--- src/rtl/scap_pkg.sv ---
`timescale 1ns / 1ps
// ----------------------------------------------------------------------------
// scap_pkg
// Shared types and codes for the smart card ATR parser: parse phases, byte
// role codes, status codes and parameter defaults.
// ----------------------------------------------------------------------------
package scap_pkg;

    // parameter defaults
    localparam int MAX_LEN_DEF    = 33;
    localparam int MAX_LEVELS_DEF = 7;

    // fixed field widths
    localparam int BYTE_W   = 8;
    localparam int ROLE_W   = 4;
    localparam int LEVEL_W  = 4;
    localparam int STATUS_W = 3;
    localparam int HIST_W   = 4;
    localparam int MASK_W   = 4;

    // initial character codes
    localparam logic [BYTE_W-1:0] TS_DIRECT  = 8'h3B;
    localparam logic [BYTE_W-1:0] TS_INVERSE = 8'h3F;

    // parse phase
    typedef enum logic [2:0] {
        PH_TS   = 3'd0,
        PH_T0   = 3'd1,
        PH_IF   = 3'd2,
        PH_HIST = 3'd3,
        PH_TCK  = 3'd4,
        PH_DONE = 3'd5
    } phase_t;

    // byte role codes
    typedef logic [ROLE_W-1:0] role_t;
    localparam role_t ROLE_TS     = 4'd0;
    localparam role_t ROLE_T0     = 4'd1;
    localparam role_t ROLE_TA     = 4'd2;
    localparam role_t ROLE_TB     = 4'd3;
    localparam role_t ROLE_TC     = 4'd4;
    localparam role_t ROLE_TD     = 4'd5;
    localparam role_t ROLE_HIST   = 4'd6;
    localparam role_t ROLE_TCK    = 4'd7;
    localparam role_t ROLE_EXCESS = 4'd8;

    // status codes
    typedef logic [STATUS_W-1:0] status_t;
    localparam status_t ST_OK         = 3'd0;
    localparam status_t ST_TOO_SHORT  = 3'd1;
    localparam status_t ST_TOO_LONG   = 3'd2;
    localparam status_t ST_INVALID_TS = 3'd3;
    localparam status_t ST_TOO_MANY   = 3'd4;
    localparam status_t ST_OVERRUN    = 3'd5;
    localparam status_t ST_UNDERRUN   = 3'd6;
    localparam status_t ST_CHECKSUM   = 3'd7;

endpackage

--- src/rtl/smartcard_atr_parser_core.sv ---
`timescale 1ns / 1ps
// ----------------------------------------------------------------------------
// smartcard_atr_parser_core
// ISO 7816-3 answer-to-reset parser: labels each ATR byte with its role and
// reports the ATR status, convention, counts and protocol support on the
// final byte.
// ----------------------------------------------------------------------------
// Usage:
//   s_ channel: one ATR byte per request (s_atr_byte, TS first), with
//   s_last_byte high on the final byte of the ATR.
//   m_ channel: one result per input byte, in order. Role and level are
//   valid on every result; status and summary fields are valid when
//   m_done_res is high and are zero otherwise.
//   A request accepted on s_ is held in the input register, parsed by
//   combinational logic and captured in the result register that drives
//   the m_ ports. Throughput is one byte per cycle unless the receiver
//   stalls; the parse is a single pass of shallow logic between the registers.
//   When the receiver stalls, the result register holds its request and the
//   input register takes one more byte before s_ready drops.
//   After the final byte the parser returns to its reset state and the next
//   byte is taken as the TS of a new ATR.
//   Reset (aresetn low, synchronous) empties both registers and puts the
//   parser in its idle state, waiting for TS.
// ----------------------------------------------------------------------------
module smartcard_atr_parser_core
    import scap_pkg::*;
#(
    parameter int MAX_LEN    = MAX_LEN_DEF,
    parameter int MAX_LEVELS = MAX_LEVELS_DEF
) (
    input  logic                aclk,
    input  logic                aresetn,
    input  logic                s_valid,
    output logic                s_ready,
    input  logic [BYTE_W-1:0]   s_atr_byte,
    input  logic                s_last_byte,
    output logic                m_valid,
    input  logic                m_ready,
    output logic [ROLE_W-1:0]   m_byte_role,
    output logic [LEVEL_W-1:0]  m_level_index,
    output logic                m_done_res,
    output logic [STATUS_W-1:0] m_status,
    output logic                m_direct_convention,
    output logic                m_has_checksum,
    output logic [LEVEL_W-1:0]  m_level_count,
    output logic [HIST_W-1:0]   m_historical_count,
    output logic                m_t0_supported,
    output logic                m_t1_supported
);

    localparam int CNT_W     = $clog2(MAX_LEN + 2);
    localparam int LEVEL_CAP = (MAX_LEVELS + 1 > 15) ? 15 : MAX_LEVELS + 1;
    localparam logic [CNT_W-1:0]   CNT_MAX   = CNT_W'(MAX_LEN + 1);
    localparam logic [CNT_W-1:0]   CNT_LIMIT = CNT_W'(MAX_LEN);
    localparam logic [CNT_W-1:0]   CNT_MIN   = CNT_W'(2);
    localparam logic [LEVEL_W-1:0] LVL_MAX   = LEVEL_W'(MAX_LEVELS);
    localparam logic [LEVEL_W-1:0] LVL_CAP   = LEVEL_W'(LEVEL_CAP);
    localparam logic [LEVEL_W-1:0] LVL_ONE   = LEVEL_W'(1);

    // input register
    logic              in_valid_reg;
    logic [BYTE_W-1:0] in_byte_reg;
    logic              in_last_reg;
    logic              advance;

    // parser state
    logic [CNT_W-1:0]   cnt_reg, cnt_next;
    phase_t             phase_reg, phase_next;
    logic [MASK_W-1:0]  mask_reg, mask_next;
    logic [LEVEL_W-1:0] level_reg, level_next;
    logic [HIST_W-1:0]  hist_total_reg, hist_total_next;
    logic [HIST_W-1:0]  hist_left_reg, hist_left_next;
    logic               tck_reg, tck_next;
    logic [BYTE_W-1:0]  xor_reg, xor_next;
    logic               direct_reg, direct_next;
    logic               err_ts_reg, err_ts_next;
    logic               err_lvl_reg, err_lvl_next;
    logic               err_excess_reg, err_excess_next;
    logic               t0_seen_reg, t0_seen_next;
    logic               t1_seen_reg, t1_seen_next;
    logic               td_seen_reg, td_seen_next;

    // result fields before the result register
    role_t              role_c;
    logic [LEVEL_W-1:0] lvl_c;
    status_t            status_c;
    logic               ok_c;

    // result register
    logic                m_valid_reg;
    role_t               role_reg;
    logic [LEVEL_W-1:0]  lvl_reg;
    logic                done_reg;
    status_t             status_reg;
    logic                conv_reg;
    logic                hascs_reg;
    logic [LEVEL_W-1:0]  lcount_reg;
    logic [HIST_W-1:0]   hcount_reg;
    logic                t0_reg;
    logic                t1_reg;

    // handshake: parse when the result register is free or being drained
    assign advance = in_valid_reg && (!m_valid_reg || m_ready);
    assign s_ready = !in_valid_reg || advance;

    // input register
    always_ff @(posedge aclk) begin
        if (!aresetn) begin
            in_valid_reg <= 1'b0;
        end else if (s_ready) begin
            in_valid_reg <= s_valid;
        end
        if (s_valid && s_ready) begin
            in_byte_reg <= s_atr_byte;
            in_last_reg <= s_last_byte;
        end
    end

    // next-state parse of the held byte
    always_comb begin
        cnt_next        = (cnt_reg < CNT_MAX) ? cnt_reg + CNT_W'(1) : cnt_reg;
        phase_next      = phase_reg;
        mask_next       = mask_reg;
        level_next      = level_reg;
        hist_total_next = hist_total_reg;
        hist_left_next  = hist_left_reg;
        tck_next        = tck_reg;
        xor_next        = xor_reg;
        direct_next     = direct_reg;
        err_ts_next     = err_ts_reg;
        err_lvl_next    = err_lvl_reg;
        err_excess_next = err_excess_reg;
        t0_seen_next    = t0_seen_reg;
        t1_seen_next    = t1_seen_reg;
        td_seen_next    = td_seen_reg;
        unique case (phase_reg)
            PH_TS: begin
                if (in_byte_reg == TS_DIRECT) begin
                    direct_next = 1'b1;
                end else if (in_byte_reg != TS_INVERSE) begin
                    direct_next = 1'b0;
                    err_ts_next = 1'b1;
                end
                phase_next = PH_T0;
            end
            PH_T0: begin
                xor_next        = xor_reg ^ in_byte_reg;
                hist_total_next = in_byte_reg[3:0];
                hist_left_next  = in_byte_reg[3:0];
                mask_next       = in_byte_reg[7:4];
                if (in_byte_reg[7:4] != '0) begin
                    phase_next = PH_IF;
                end else if (in_byte_reg[3:0] != '0) begin
                    phase_next = PH_HIST;
                end else begin
                    phase_next = tck_reg ? PH_TCK : PH_DONE;
                end
            end
            PH_IF: begin
                xor_next = xor_reg ^ in_byte_reg;
                if (mask_reg[0]) begin
                    mask_next[0] = 1'b0;
                end else if (mask_reg[1]) begin
                    mask_next[1] = 1'b0;
                end else if (mask_reg[2]) begin
                    mask_next[2] = 1'b0;
                end else begin
                    // TD: protocol in low nibble, next level's bytes in high
                    td_seen_next = 1'b1;
                    if (in_byte_reg[3:0] == 4'd0) begin
                        t0_seen_next = 1'b1;
                    end else begin
                        tck_next = 1'b1;
                    end
                    if (in_byte_reg[3:0] == 4'd1) begin
                        t1_seen_next = 1'b1;
                    end
                    mask_next = in_byte_reg[7:4];
                    if (in_byte_reg[7:4] != '0) begin
                        if (level_reg >= LVL_MAX) begin
                            err_lvl_next = 1'b1;
                        end
                        if (level_reg < LVL_CAP) begin
                            level_next = level_reg + LVL_ONE;
                        end
                    end
                end
                if (mask_next == '0) begin
                    if (hist_left_reg != '0) begin
                        phase_next = PH_HIST;
                    end else begin
                        phase_next = tck_next ? PH_TCK : PH_DONE;
                    end
                end
            end
            PH_HIST: begin
                xor_next = xor_reg ^ in_byte_reg;
                if (hist_left_reg != '0) begin
                    hist_left_next = hist_left_reg - HIST_W'(1);
                end
                if (hist_left_next == '0) begin
                    phase_next = tck_reg ? PH_TCK : PH_DONE;
                end
            end
            PH_TCK: begin
                xor_next   = xor_reg ^ in_byte_reg;
                phase_next = PH_DONE;
            end
            default: begin
                xor_next        = xor_reg ^ in_byte_reg;
                err_excess_next = 1'b1;
            end
        endcase
    end

    // role and level of the held byte
    always_comb begin
        lvl_c = '0;
        unique case (phase_reg)
            PH_TS:   role_c = ROLE_TS;
            PH_T0:   role_c = ROLE_T0;
            PH_IF: begin
                lvl_c = level_reg;
                if (mask_reg[0]) begin
                    role_c = ROLE_TA;
                end else if (mask_reg[1]) begin
                    role_c = ROLE_TB;
                end else if (mask_reg[2]) begin
                    role_c = ROLE_TC;
                end else begin
                    role_c = ROLE_TD;
                end
            end
            PH_HIST: role_c = ROLE_HIST;
            PH_TCK:  role_c = ROLE_TCK;
            default: role_c = ROLE_EXCESS;
        endcase
    end

    // final status, in priority order
    always_comb begin
        if (cnt_next < CNT_MIN) begin
            status_c = ST_TOO_SHORT;
        end else if (cnt_next > CNT_LIMIT) begin
            status_c = ST_TOO_LONG;
        end else if (err_ts_next) begin
            status_c = ST_INVALID_TS;
        end else if (err_lvl_next) begin
            status_c = ST_TOO_MANY;
        end else if (phase_next != PH_DONE) begin
            status_c = ST_OVERRUN;
        end else if (err_excess_next) begin
            status_c = ST_UNDERRUN;
        end else if (tck_next && (xor_next != '0)) begin
            status_c = ST_CHECKSUM;
        end else begin
            status_c = ST_OK;
        end
        ok_c = (status_c == ST_OK);
    end

    // parser state registers, back to idle after the final byte
    always_ff @(posedge aclk) begin
        if (!aresetn || (advance && in_last_reg)) begin
            cnt_reg        <= '0;
            phase_reg      <= PH_TS;
            mask_reg       <= '0;
            level_reg      <= LVL_ONE;
            hist_total_reg <= '0;
            hist_left_reg  <= '0;
            tck_reg        <= 1'b0;
            xor_reg        <= '0;
            direct_reg     <= 1'b0;
            err_ts_reg     <= 1'b0;
            err_lvl_reg    <= 1'b0;
            err_excess_reg <= 1'b0;
            t0_seen_reg    <= 1'b0;
            t1_seen_reg    <= 1'b0;
            td_seen_reg    <= 1'b0;
        end else if (advance) begin
            cnt_reg        <= cnt_next;
            phase_reg      <= phase_next;
            mask_reg       <= mask_next;
            level_reg      <= level_next;
            hist_total_reg <= hist_total_next;
            hist_left_reg  <= hist_left_next;
            tck_reg        <= tck_next;
            xor_reg        <= xor_next;
            direct_reg     <= direct_next;
            err_ts_reg     <= err_ts_next;
            err_lvl_reg    <= err_lvl_next;
            err_excess_reg <= err_excess_next;
            t0_seen_reg    <= t0_seen_next;
            t1_seen_reg    <= t1_seen_next;
            td_seen_reg    <= td_seen_next;
        end
    end

    // result register
    always_ff @(posedge aclk) begin
        if (!aresetn) begin
            m_valid_reg <= 1'b0;
        end else if (advance) begin
            m_valid_reg <= 1'b1;
        end else if (m_ready) begin
            m_valid_reg <= 1'b0;
        end
        if (advance) begin
            role_reg   <= role_c;
            lvl_reg    <= lvl_c;
            done_reg   <= in_last_reg;
            status_reg <= in_last_reg ? status_c : ST_OK;
            conv_reg   <= in_last_reg && direct_next;
            hascs_reg  <= in_last_reg && ok_c && tck_next;
            lcount_reg <= in_last_reg ? level_next : '0;
            hcount_reg <= in_last_reg ? hist_total_next : '0;
            t0_reg     <= in_last_reg && ok_c && (!td_seen_next || t0_seen_next);
            t1_reg     <= in_last_reg && ok_c && t1_seen_next;
        end
    end

    assign m_valid             = m_valid_reg;
    assign m_byte_role         = role_reg;
    assign m_level_index       = lvl_reg;
    assign m_done_res          = done_reg;
    assign m_status            = status_reg;
    assign m_direct_convention = conv_reg;
    assign m_has_checksum      = hascs_reg;
    assign m_level_count       = lcount_reg;
    assign m_historical_count  = hcount_reg;
    assign m_t0_supported      = t0_reg;
    assign m_t1_supported      = t1_reg;

`ifndef SYNTH
    // summary status only on the final result
    a_status_only_done: assert property (@(posedge aclk) disable iff (!aresetn)
        (m_valid && !m_done_res) |-> (m_status == ST_OK))
        else $error("status set on a non-final result");

    // level index only on interface bytes
    a_level_only_if: assert property (@(posedge aclk) disable iff (!aresetn)
        (m_valid && (m_level_index != '0)) |->
        ((m_byte_role == ROLE_TA) || (m_byte_role == ROLE_TB) ||
         (m_byte_role == ROLE_TC) || (m_byte_role == ROLE_TD)))
        else $error("level index on a non-interface byte");

    // protocol support requires a good ATR
    a_proto_needs_ok: assert property (@(posedge aclk) disable iff (!aresetn)
        (m_valid && (m_t1_supported || m_has_checksum)) |->
        (m_done_res && (m_status == ST_OK)))
        else $error("protocol flags on a failed ATR");

    // final byte returns the parser to TS
    a_restart_after_last: assert property (@(posedge aclk) disable iff (!aresetn)
        (advance && in_last_reg) |=> (phase_reg == PH_TS) && (cnt_reg == '0))
        else $error("parser not idle after final byte");
`endif

endmodule
--- config.mk ---
export PLATFORM = sky130hd
export DESIGN_NAME = smartcard_atr_parser_core
export DESIGN_NICKNAME = d
export VERILOG_FILES = /design/src/rtl/scap_pkg.sv /design/src/rtl/smartcard_atr_parser_core.sv
export SDC_FILE = /design/constraint.sdc
export NUM_CORES = 1
export LEC_CHECK = 0
export BUFFER_PORTS_ARGS = -buffer_cell sky130_fd_sc_hd__buf_2
export CAP_MARGIN = 20
export CORE_MARGIN = 10
export CORE_UTILIZATION = 40
export CTS_CLUSTER_SIZE = 30
export DETAILED_ROUTE_END_ITERATION = 12
export PLACE_DENSITY = 0.65
export SKIP_CTS_REPAIR_TIMING = 1
export SLEW_MARGIN = 15
export SYNTH_ARGS = -nofsm -noshare
export SYNTH_HDL_FRONTEND = slang
export SYNTH_SLANG_ARGS = --single-unit
--- constraint.sdc ---
create_clock -name aclk -period 2.7 [get_ports aclk]
set_input_delay 0 -clock aclk [delete_from_list [all_inputs] [get_ports aclk]]
set_output_delay 0 -clock aclk [all_outputs]
set_load 0.02 [all_outputs]
==> flow_summary.json, run 1 <==
{
  "placed_cells": 559,
  "initial_core_util": 0.412,
  "hold_class": "input port to flip-flop",
  "maxCapViolations": 0,
  "grt_pass1_vias": 2913,
  "wl_per_cell_um": 15.4,
  "die_h_um": 118,
  "fin_ws_ns": 0.179,
  "crit_chain": "inv_1 > ha_1 > and3b_1 > a32oi_1 > o21ai_1 > a311oi_1 > a211oi_2 > a41oi_2 > nor4b_2",
  "met2_usage": 0.201,
  "p_per_area_nw_per_um2": 594,
  "clk_pin_slew_ns": 0.08,
  "clock_path_buffers": 2,
  "slew_headroom": 0.630,
  "synth-adder-area-share": 0.00980,
  "hold_slack_ns": 0.0703,
  "grt_pass1_wl_um": 14600,
  "cp_data_arrival_time_ns": 2.61,
  "post-place-ws_ns": 0.0823,
  "syn_nets": 421,
  "cts_tree": "yes",
  "ios": 39,
  "cp-startpoint": "hist_left_reg[0]$_SDFFE_PP0P_",
  "critPathSlowestCell": "a311oi_1",
  "crit_type": "flip-flop to flip-flop",
  "synthMuxAreaShare": 0.0131,
  "busiest_layer": "met2",
  "ys_ff_latch": 76,
  "first_pass_iters": 4,
  "final-max-slew-violation-count": 0,
  "period_needed_ns": 2.52,
  "p_total_mw": 2.73,
  "grt_max_degree": 37,
  "netlist-cell-type-count": 73,
  "numCtsBuffers": 9,
  "finalSetupTns_ns": 0,
  "path_max_fanout": 4,
  "n_antenna_cell": 0,
  "drive_gt1_frac": 0.189,
  "required_ns": 2.79,
  "synth_xor_area_frac": 0.0549,
  "irDropWorstVdd_uv": 287,
  "ys_warn_count": 0,
  "avgSynthCellArea_um2": 9.45,
  "gp_congestion": 0.880,
  "cp-start-kind": "flip-flop",
  "synth_edf_count": 33,
  "root_buffer": "clkbuf_8",
  "antenna_found_initial": 0,
  "dieWidth_um": 118,
  "postRouteAntennaNets": 0,
  "finalHoldViolCount": 0,
  "nets": 472,
  "stdcell_area_um2": 4600,
  "area_delta_synth_final_pct": 20.2,
  "synthCells": 405,
  "core_area_um2": 9280,
  "htreeDepth": 3,
  "grt_overflow": 0,
  "finClkSkew_ns": 0.00635,
  "synthSimpleGateAreaFrac": 0.214,
  "outcome": "finished clean",
  "setup_viol": 0,
  "worstHoldStart": "m_ready",
  "netlist_area_um2": 3830,
  "tightest_slew_ns": 0.553,
  "synth_top_family_by_area": "simple AND/OR/NAND/NOR gates",
  "finalWirelength_um": 9110,
  "clkLatencyLatePin_ns": 0.35,
  "vias_per_cell": 5.36,
  "max_stage_delay_ns": 0.43,
  "drc": 0,
  "synth_compound_area_frac": 0.188,
  "grt_use_met3": 0.0432,
  "synthArstFlopShare": 0,
  "final_cells": 590,
  "drt-initial-drc-count": 217,
  "use_met1": 0.155,
  "yosys_most_used_dff": "dfxtp_1",
  "grtUsageTotal": 0.126,
  "rsz0062_at_grt": "no",
  "final_util": 0.496,
  "power.leakage_nw": 1.70,
  "die_area_um2": 13900,
  "yosysSeqAreaShare": 0.484,
  "hpwl_um": 6140,
  "row_count": 35,
  "io_buffers": 38,
  "cts_sinks": 76,
  "r2r_start": "hist_left_reg[0]$_SDFFE_PP0P_",
  "period_share": 0.934,
  "end_kind": "flip-flop",
  "placed_area_um2": 4140,
  "vias": 3163,
  "max_freq_mhz": 397
}
## power breakdown
| group | switching [mW] | internal [mW] | total, mW | leakage (nW) |
|---|---|---|---|---|
| Combinational | 0.170 | 0.115 | 0.285 | 0.895 |
| Clock | 0.432 | 0.730 | 1.16 | 0.137 |
| Sequential | 0.0479 | 1.24 | 1.28 | 0.670 |
| Total | 0.651 | 2.08 | 2.73 | 1.70 |
## cell type report
cell class	count	area (um2)
fillers	867	4680
multi-input cells	300	1890
flip-flops and latches	76	1850
repair buffers	62	400
clock buffers	12	178
well taps	129	161
clock inverters	4	98.8
inverters	7	26.3
## worst paths after layout
check / to / slack, ns / depth (start not counted)
worst max-delay path: m_t1_supported$_DFFE_PP_ / 0.18 / 9
worst min register to register: hist_total_reg[3]$_SDFFE_PP0P_ / 0.46 / 2
worst max register to register: m_t1_supported$_DFFE_PP_ / 0.18 / 9
worst min-delay path: in_valid_reg$_SDFFE_PN0N_ / 0.07 / 4
## cell families after synthesis
| family | Yosys count |
|---|---|
| buffers and inverters | 30 |
| adders and majority gates | 3 |
| xor gates and xnor gates | 24 |
| muxes | 5 |
| AOI/OAI and AO/OA | 107 |
| and+or+nand+nor | 160 |
| DFF | 76 |
## synthesized netlist by cell type (2+ instances only)
cell type	count	area, um2
o32ai_1	4	35.0
nand4b_1	2	17.5
a41oi_1	2	17.5
nor4bb_1	4	40.0
inv_1	6	22.5
nor3_1	7	35.0
nand3_1	8	40.0
a21oi_1	31	155
nand2_1	37	139
nor4b_2	2	30.0
and2_1	11	68.8
nand2b_1	2	12.5
ha_1	3	37.5
xnor2_1	10	87.6
buf_4	2	15.0
o21a_1	2	15.0
nor2b_1	6	37.5
buf_2	8	40.0
a311oi_1	2	17.5
xor2_1	14	123
dfxtp_1	43	861
mux2i_1	5	50.1
edfxtp_1	33	991
o21ai_0	20	100
o21ai_1	5	25.0
a21boi_0	4	30.0
clkbuf_1	10	37.5
a211oi_1	4	30.0
a31oi_1	9	56.3
nor4_1	2	12.5
o31ai_1	2	15.0
nor2_1	64	240
## placed cells by master, fill, tap and decap left out, drive strengths merged, types with 3 or more instances in the layout
master	netlist	layout
clkbuf	11	12
a31oi	9	9
mux2i	5	5
inv	7	8
a211oi	5	5
nor4bb	4	4
nor4b	3	3
buf	12	50
nor4	3	3
bufinv	0	3
o21ai	25	25
nor3	9	10
nand3	8	8
xnor2	10	10
and2	11	11
nor2	64	64
dlygate4sd3	0	12
ha	3	3
a41oi	3	3
xor2	14	14
nor2b	6	6
dfxtp	43	43
a21oi	31	31
a21boi	5	5
o32ai	4	4
edfxtp	33	33
nand2	37	37
## per-layer routing
metal	wire (um)	vias up
met4	95	0
met1	4070	1510
li1	-	1565
met5	0	-
met2	4400	82
met3	546	6
## critical path: cells and delay by family (launching register included)
kind,cells,cell delay (ns)
compound gates,5,1.21
flops,1,0.37
fa+ha+maj,1,0.31
simple gates,2,0.28
buf+inv,1,0.08
Note: power is estimated with default switching activity, not from simulation.
==> inputs of run 2 (changes only) <==
BUFFER_PORTS_ARGS = not set   (was -buffer_cell sky130_fd_sc_hd__buf_2)
CORE_ASPECT_RATIO = 1.1   (was not set)
DONT_BUFFER_PORTS = 1   (was not set)
PLACE_DENSITY = 0.61   (was 0.65)
==> flow_summary.json, run 2 (synthesized netlist as in run 1, its figures left out) <==
{
  "mostFrequentLayoutCell": "nor2_1",
  "irDropWorstVdd_uv": 329,
  "nets": 441,
  "row_count": 37,
  "final_util": 0.469,
  "clkLatencyLatePin_ns": 0.34,
  "seq_area_um2": 1850,
  "finalWirelength_um": 8680,
  "drive_gt1_frac": 0.121,
  "maxCapViolations": 0,
  "slew_headroom": 0.658,
  "dieWidth_um": 113,
  "period_needed_ns": 2.52,
  "r2r_start": "in_byte_reg[3]$_DFFE_PP_",
  "ios": 39,
  "period_share": 0.935,
  "vias": 2992,
  "antenna_found_initial": 0,
  "vias_per_cell": 5.47,
  "worstHoldStart": "aresetn",
  "power.leakage_nw": 1.55,
  "fillCellCount": 890,
  "multiInputGateArea_um2": 1870,
  "root_buffer": "clkbuf_8",
  "core_area_um2": 9350,
  "path_max_fanout": 9,
  "ff2ff_path_depth": 7,
  "hpwl_um": 6050,
  "holdPathEnd": "xor_reg[5]$_SDFFE_PP0P_",
  "drc": 0,
  "rsz0062_at_grt": "no",
  "final-max-slew-violation-count": 0,
  "hold_class": "input port to flip-flop",
  "numCtsBuffers": 9,
  "grt_pass1_vias": 2836,
  "outcome": "finished clean",
  "ff2ff_setup_slack_ns": 0.18,
  "end_kind": "flip-flop",
  "r2r-end": "m_t1_supported$_DFFE_PP_",
  "htreeDepth": 3,
  "hold_depth": 3,
  "crit_type": "flip-flop to flip-flop",
  "initial_core_util": 0.409,
  "grtUsageTotal": 0.124,
  "gp_congestion": 0.861,
  "finalSetupTns_ns": 0,
  "finalHoldViolCount": 0,
  "area_delta_synth_final_pct": 14.5,
  "cp_data_arrival_time_ns": 2.67,
  "clk_pin_slew_ns": 0.08,
  "p_per_area_nw_per_um2": 571,
  "grt_overflow": 0,
  "finClkSkew_ns": 0.0109,
  "first_pass_iters": 4,
  "drt-initial-drc-count": 173,
  "die_h_um": 123,
  "cts_tree": "yes",
  "n_antenna_cell": 0,
  "required_ns": 2.85,
  "clock_path_buffers": 2,
  "io_buffers": 0,
  "die_area_um2": 13900,
  "final_cell_mix": "nor2_1 (63), dfxtp_1 (43), nand2_1 (37)",
  "grt_max_degree": 37,
  "max_freq_mhz": 396,
  "wl_per_cell_um": 15.9,
  "postRouteAntennaNets": 0,
  "cp-start-kind": "flip-flop",
  "setup_viol": 0,
  "tightest_slew_ns": 0.506,
  "cp-startpoint": "in_byte_reg[3]$_DFFE_PP_",
  "grt_pass1_wl_um": 14100,
  "cts_sinks": 76
}
## run 2: how the worst max path moves through the flow
stage / to / slack, ns / cells past startpoint
after floorplan: m_t1_supported$_DFFE_PP_ / 0.38 / 9
after global placement: m_t0_supported$_DFFE_PP_ / 0.26 / 9
after detailed placement: m_t1_supported$_DFFE_PP_ / 0.13 / 9
after CTS: m_t1_supported$_DFFE_PP_ / 0.12 / 7
after global routing: m_t1_supported$_DFFE_PP_ / 0.003 / 7
final: m_t1_supported$_DFFE_PP_ / 0.18 / 7
## run 2: worst max-delay path, cell delays in order, from the launching register on
cell	delay, ns
edfxtp_1	0.54
buf_4	0.21
nor4_4	0.30
o21ba_1	0.30
nor3_1	0.09
a2111oi_2	0.41
a2bb2oi_2	0.15
nor4b_2	0.33
## run 2: where the power goes
group | leakage, nW | internal (mW) | switching (mW) | total, mW
logic | 0.773 | 0.105 | 0.145 | 0.250
registers | 0.669 | 1.24 | 0.0641 | 1.30
clock network | 0.111 | 0.523 | 0.427 | 0.950
total | 1.55 | 1.87 | 0.636 | 2.50
## run 2: metrics by stage
stage / worst slack [ns] / power, mW / hold slack [ns] / instance area (um2) / instances
after floorplan: 0.385 / 1.49 / 0.0989 / 3830 / 405
after global placement: 0.256 / 1.54 / 0.0990 / 3950 / 509
after detailed placement: 0.128 / 1.55 / 0.0990 / 3950 / 509
after CTS: 0.119 / 2.50 / -0.270 / 4170 / 525
after global routing: 0.00349 / 2.60 / 0.138 / 4380 / 547
final: 0.176 / 2.50 / 0.112 / 4380 / 547
## run 2: metal layers
metal,GRT usage,wire length (um),part of all wire,vias to the layer above
met3,0.0312,309,0.036,11
met5,0,0,0,-
li1,-,-,-,1505
met1,0.145,3900,0.45,1416
met2,0.210,4330,0.50,60
met4,0.0524,143,0.016,0
## run 2: layout make-up
cell class              count  share of cell area
clock inverters             6              0.0200
well taps                 117              0.0334
clock buffers              10              0.0291
inverters                   7             0.00599
flip-flops and latches     76               0.422
multi-input cells         300               0.426
repair buffers             31              0.0634
==> inputs of run 3 (changes only) <==
==> constraint.sdc (replaced) <==
create_clock -name aclk -period 2.7 [get_ports aclk]
set_input_delay 0.405 -clock aclk [delete_from_list [all_inputs] [get_ports aclk]]
set_output_delay 0.405 -clock aclk [all_outputs]
set_load 0.02 [all_outputs]
==> flow_summary.json, run 3 (synthesized netlist as in run 1, its figures left out) <==
{
  "cts_tree": "yes",
  "drive_gt1_frac": 0.125,
  "grt_max_degree": 37,
  "wl_per_cell_um": 16.0,
  "area_delta_synth_final_pct": 11.1,
  "numCtsBuffers": 9,
  "ff2ff_path_depth": 7,
  "initial_core_util": 0.409,
  "finalSetupTns_ns": 0,
  "fillCellCount": 899,
  "io_buffers": 0,
  "vias_per_cell": 5.56,
  "final-max-slew-violation-count": 0,
  "end_kind": "flip-flop",
  "vias": 2968,
  "period_share": 0.935,
  "crit_chain": "buf_4 > nor4_4 > o21ba_1 > nor3_1 > a2111oi_2 > a2bb2oi_2 > nor4b_2",
  "mostFrequentLayoutCell": "nor2_1",
  "clock_path_buffers": 2,
  "core_area_um2": 9350,
  "grtUsageTotal": 0.124,
  "clk_pin_slew_ns": 0.08,
  "required_ns": 2.85,
  "crit_family": "compound AO/OA/AOI/OAI gates",
  "holdPathEnd": "in_byte_reg[4]$_DFFE_PP_",
  "cp_num_buf_inv": 1,
  "stdcell_area_um2": 4250,
  "nets": 428,
  "setup_viol": 0,
  "multiInputGateArea_um2": 1870,
  "fin_ws_ns": 0.176,
  "rsz0062_at_grt": "no",
  "cp-startpoint": "in_byte_reg[3]$_DFFE_PP_",
  "hold_depth": 0,
  "finalWirelength_um": 8560,
  "ios": 39,
  "cp-start-kind": "flip-flop",
  "critPathSlowestCell": "edfxtp_1",
  "ff2ff_setup_slack_ns": 0.18,
  "slew_headroom": 0.643,
  "outcome": "finished clean",
  "max_freq_mhz": 396,
  "post-place-ws_ns": 0.128,
  "clkLatencyLatePin_ns": 0.34,
  "gp_congestion": 0.861,
  "hold_class": "input port to flip-flop",
  "finClkSkew_ns": 0.0109,
  "worstHoldStart": "s_atr_byte[4]",
  "tightest_slew_ns": 0.528,
  "cts_sinks": 76,
  "max_stage_delay_ns": 0.55,
  "final_cells": 534,
  "final_cell_mix": "nor2_1 (63), dfxtp_1 (43), nand2_1 (37)",
  "drc": 0,
  "seq_area_um2": 1850,
  "maxCapViolations": 0,
  "first_pass_iters": 4,
  "crit_type": "flip-flop to flip-flop",
  "drt-initial-drc-count": 192,
  "p_total_mw": 2.49,
  "period_needed_ns": 2.52,
  "hpwl_um": 6050,
  "grt_pass1_wl_um": 14100,
  "grt_pass1_vias": 2836,
  "row_count": 37,
  "p_per_area_nw_per_um2": 584,
  "n_antenna_cell": 0,
  "r2r_start": "in_byte_reg[3]$_DFFE_PP_",
  "root_buffer": "clkbuf_8",
  "irDropWorstVdd_uv": 330,
  "die_h_um": 123,
  "postRouteAntennaNets": 0,
  "power.leakage_nw": 1.50,
  "cp_data_arrival_time_ns": 2.67,
  "htreeDepth": 3,
  "die_area_um2": 13900,
  "dieWidth_um": 113,
  "antenna_found_initial": 0,
  "finalHoldViolCount": 0,
  "placed_area_um2": 3950,
  "path_max_fanout": 9,
  "grt_overflow": 0,
  "r2r-end": "m_t1_supported$_DFFE_PP_",
  "placed_cells": 509
}
-- run 3: routing by layer --
metal  vias to the layer above  wire [um]  global-route usage
met3                        15        339              0.0312
met4                         0        166              0.0524
li1                       1477          -                   -
met5                         -          0                   0
met1                      1408       3830               0.145
met2                        68       4220               0.210
-- run 3: final cells by class --
class,count,share of cell area
repair buffers,18,0.0347
flip-flops and latches,76,0.435
clock buffers,10,0.0300
clock inverters,6,0.0206
inverters,7,0.00618
multi-input cells,300,0.439
well taps,117,0.0344
-- run 3: worst max path at each step --
stage | endpoint | cells past startpoint | slack (ns)
final | m_t1_supported$_DFFE_PP_ | 7 | 0.18
after global routing | m_t1_supported$_DFFE_PP_ | 7 | 0.003
after detailed placement | m_t1_supported$_DFFE_PP_ | 9 | 0.13
after floorplan | m_t1_supported$_DFFE_PP_ | 9 | 0.38
after global placement | m_t0_supported$_DFFE_PP_ | 9 | 0.26
after CTS | m_t1_supported$_DFFE_PP_ | 7 | 0.12
-- run 3: worst reg2reg max path, cell delays in order (launching register included) --
cell       delay [ns]
edfxtp_1         0.55
buf_4            0.21
nor4_4           0.30
o21ba_1          0.30
nor3_1           0.09
a2111oi_2        0.41
a2bb2oi_2        0.15
nor4b_2          0.33
-- run 3: per-stage QoR --
stage | utilization | hold slack (ns)
2_1_floorplan | - | 0.432
3_3_place_gp | 0.422 | 0.439
3_5_place_dp | 0.422 | 0.458
4_1_cts | 0.445 | 0.135
5_1_grt | 0.455 | 0.129
6_report | 0.455 | 0.151
-- run 3: report_power, final --
| group | internal [mW] | leakage, nW | total, mW | switching [mW] |
|---|---|---|---|---|
| combinational | 0.0928 | 0.717 | 0.235 | 0.143 |
| sequential | 1.24 | 0.669 | 1.30 | 0.0641 |
| clock | 0.523 | 0.111 | 0.947 | 0.425 |
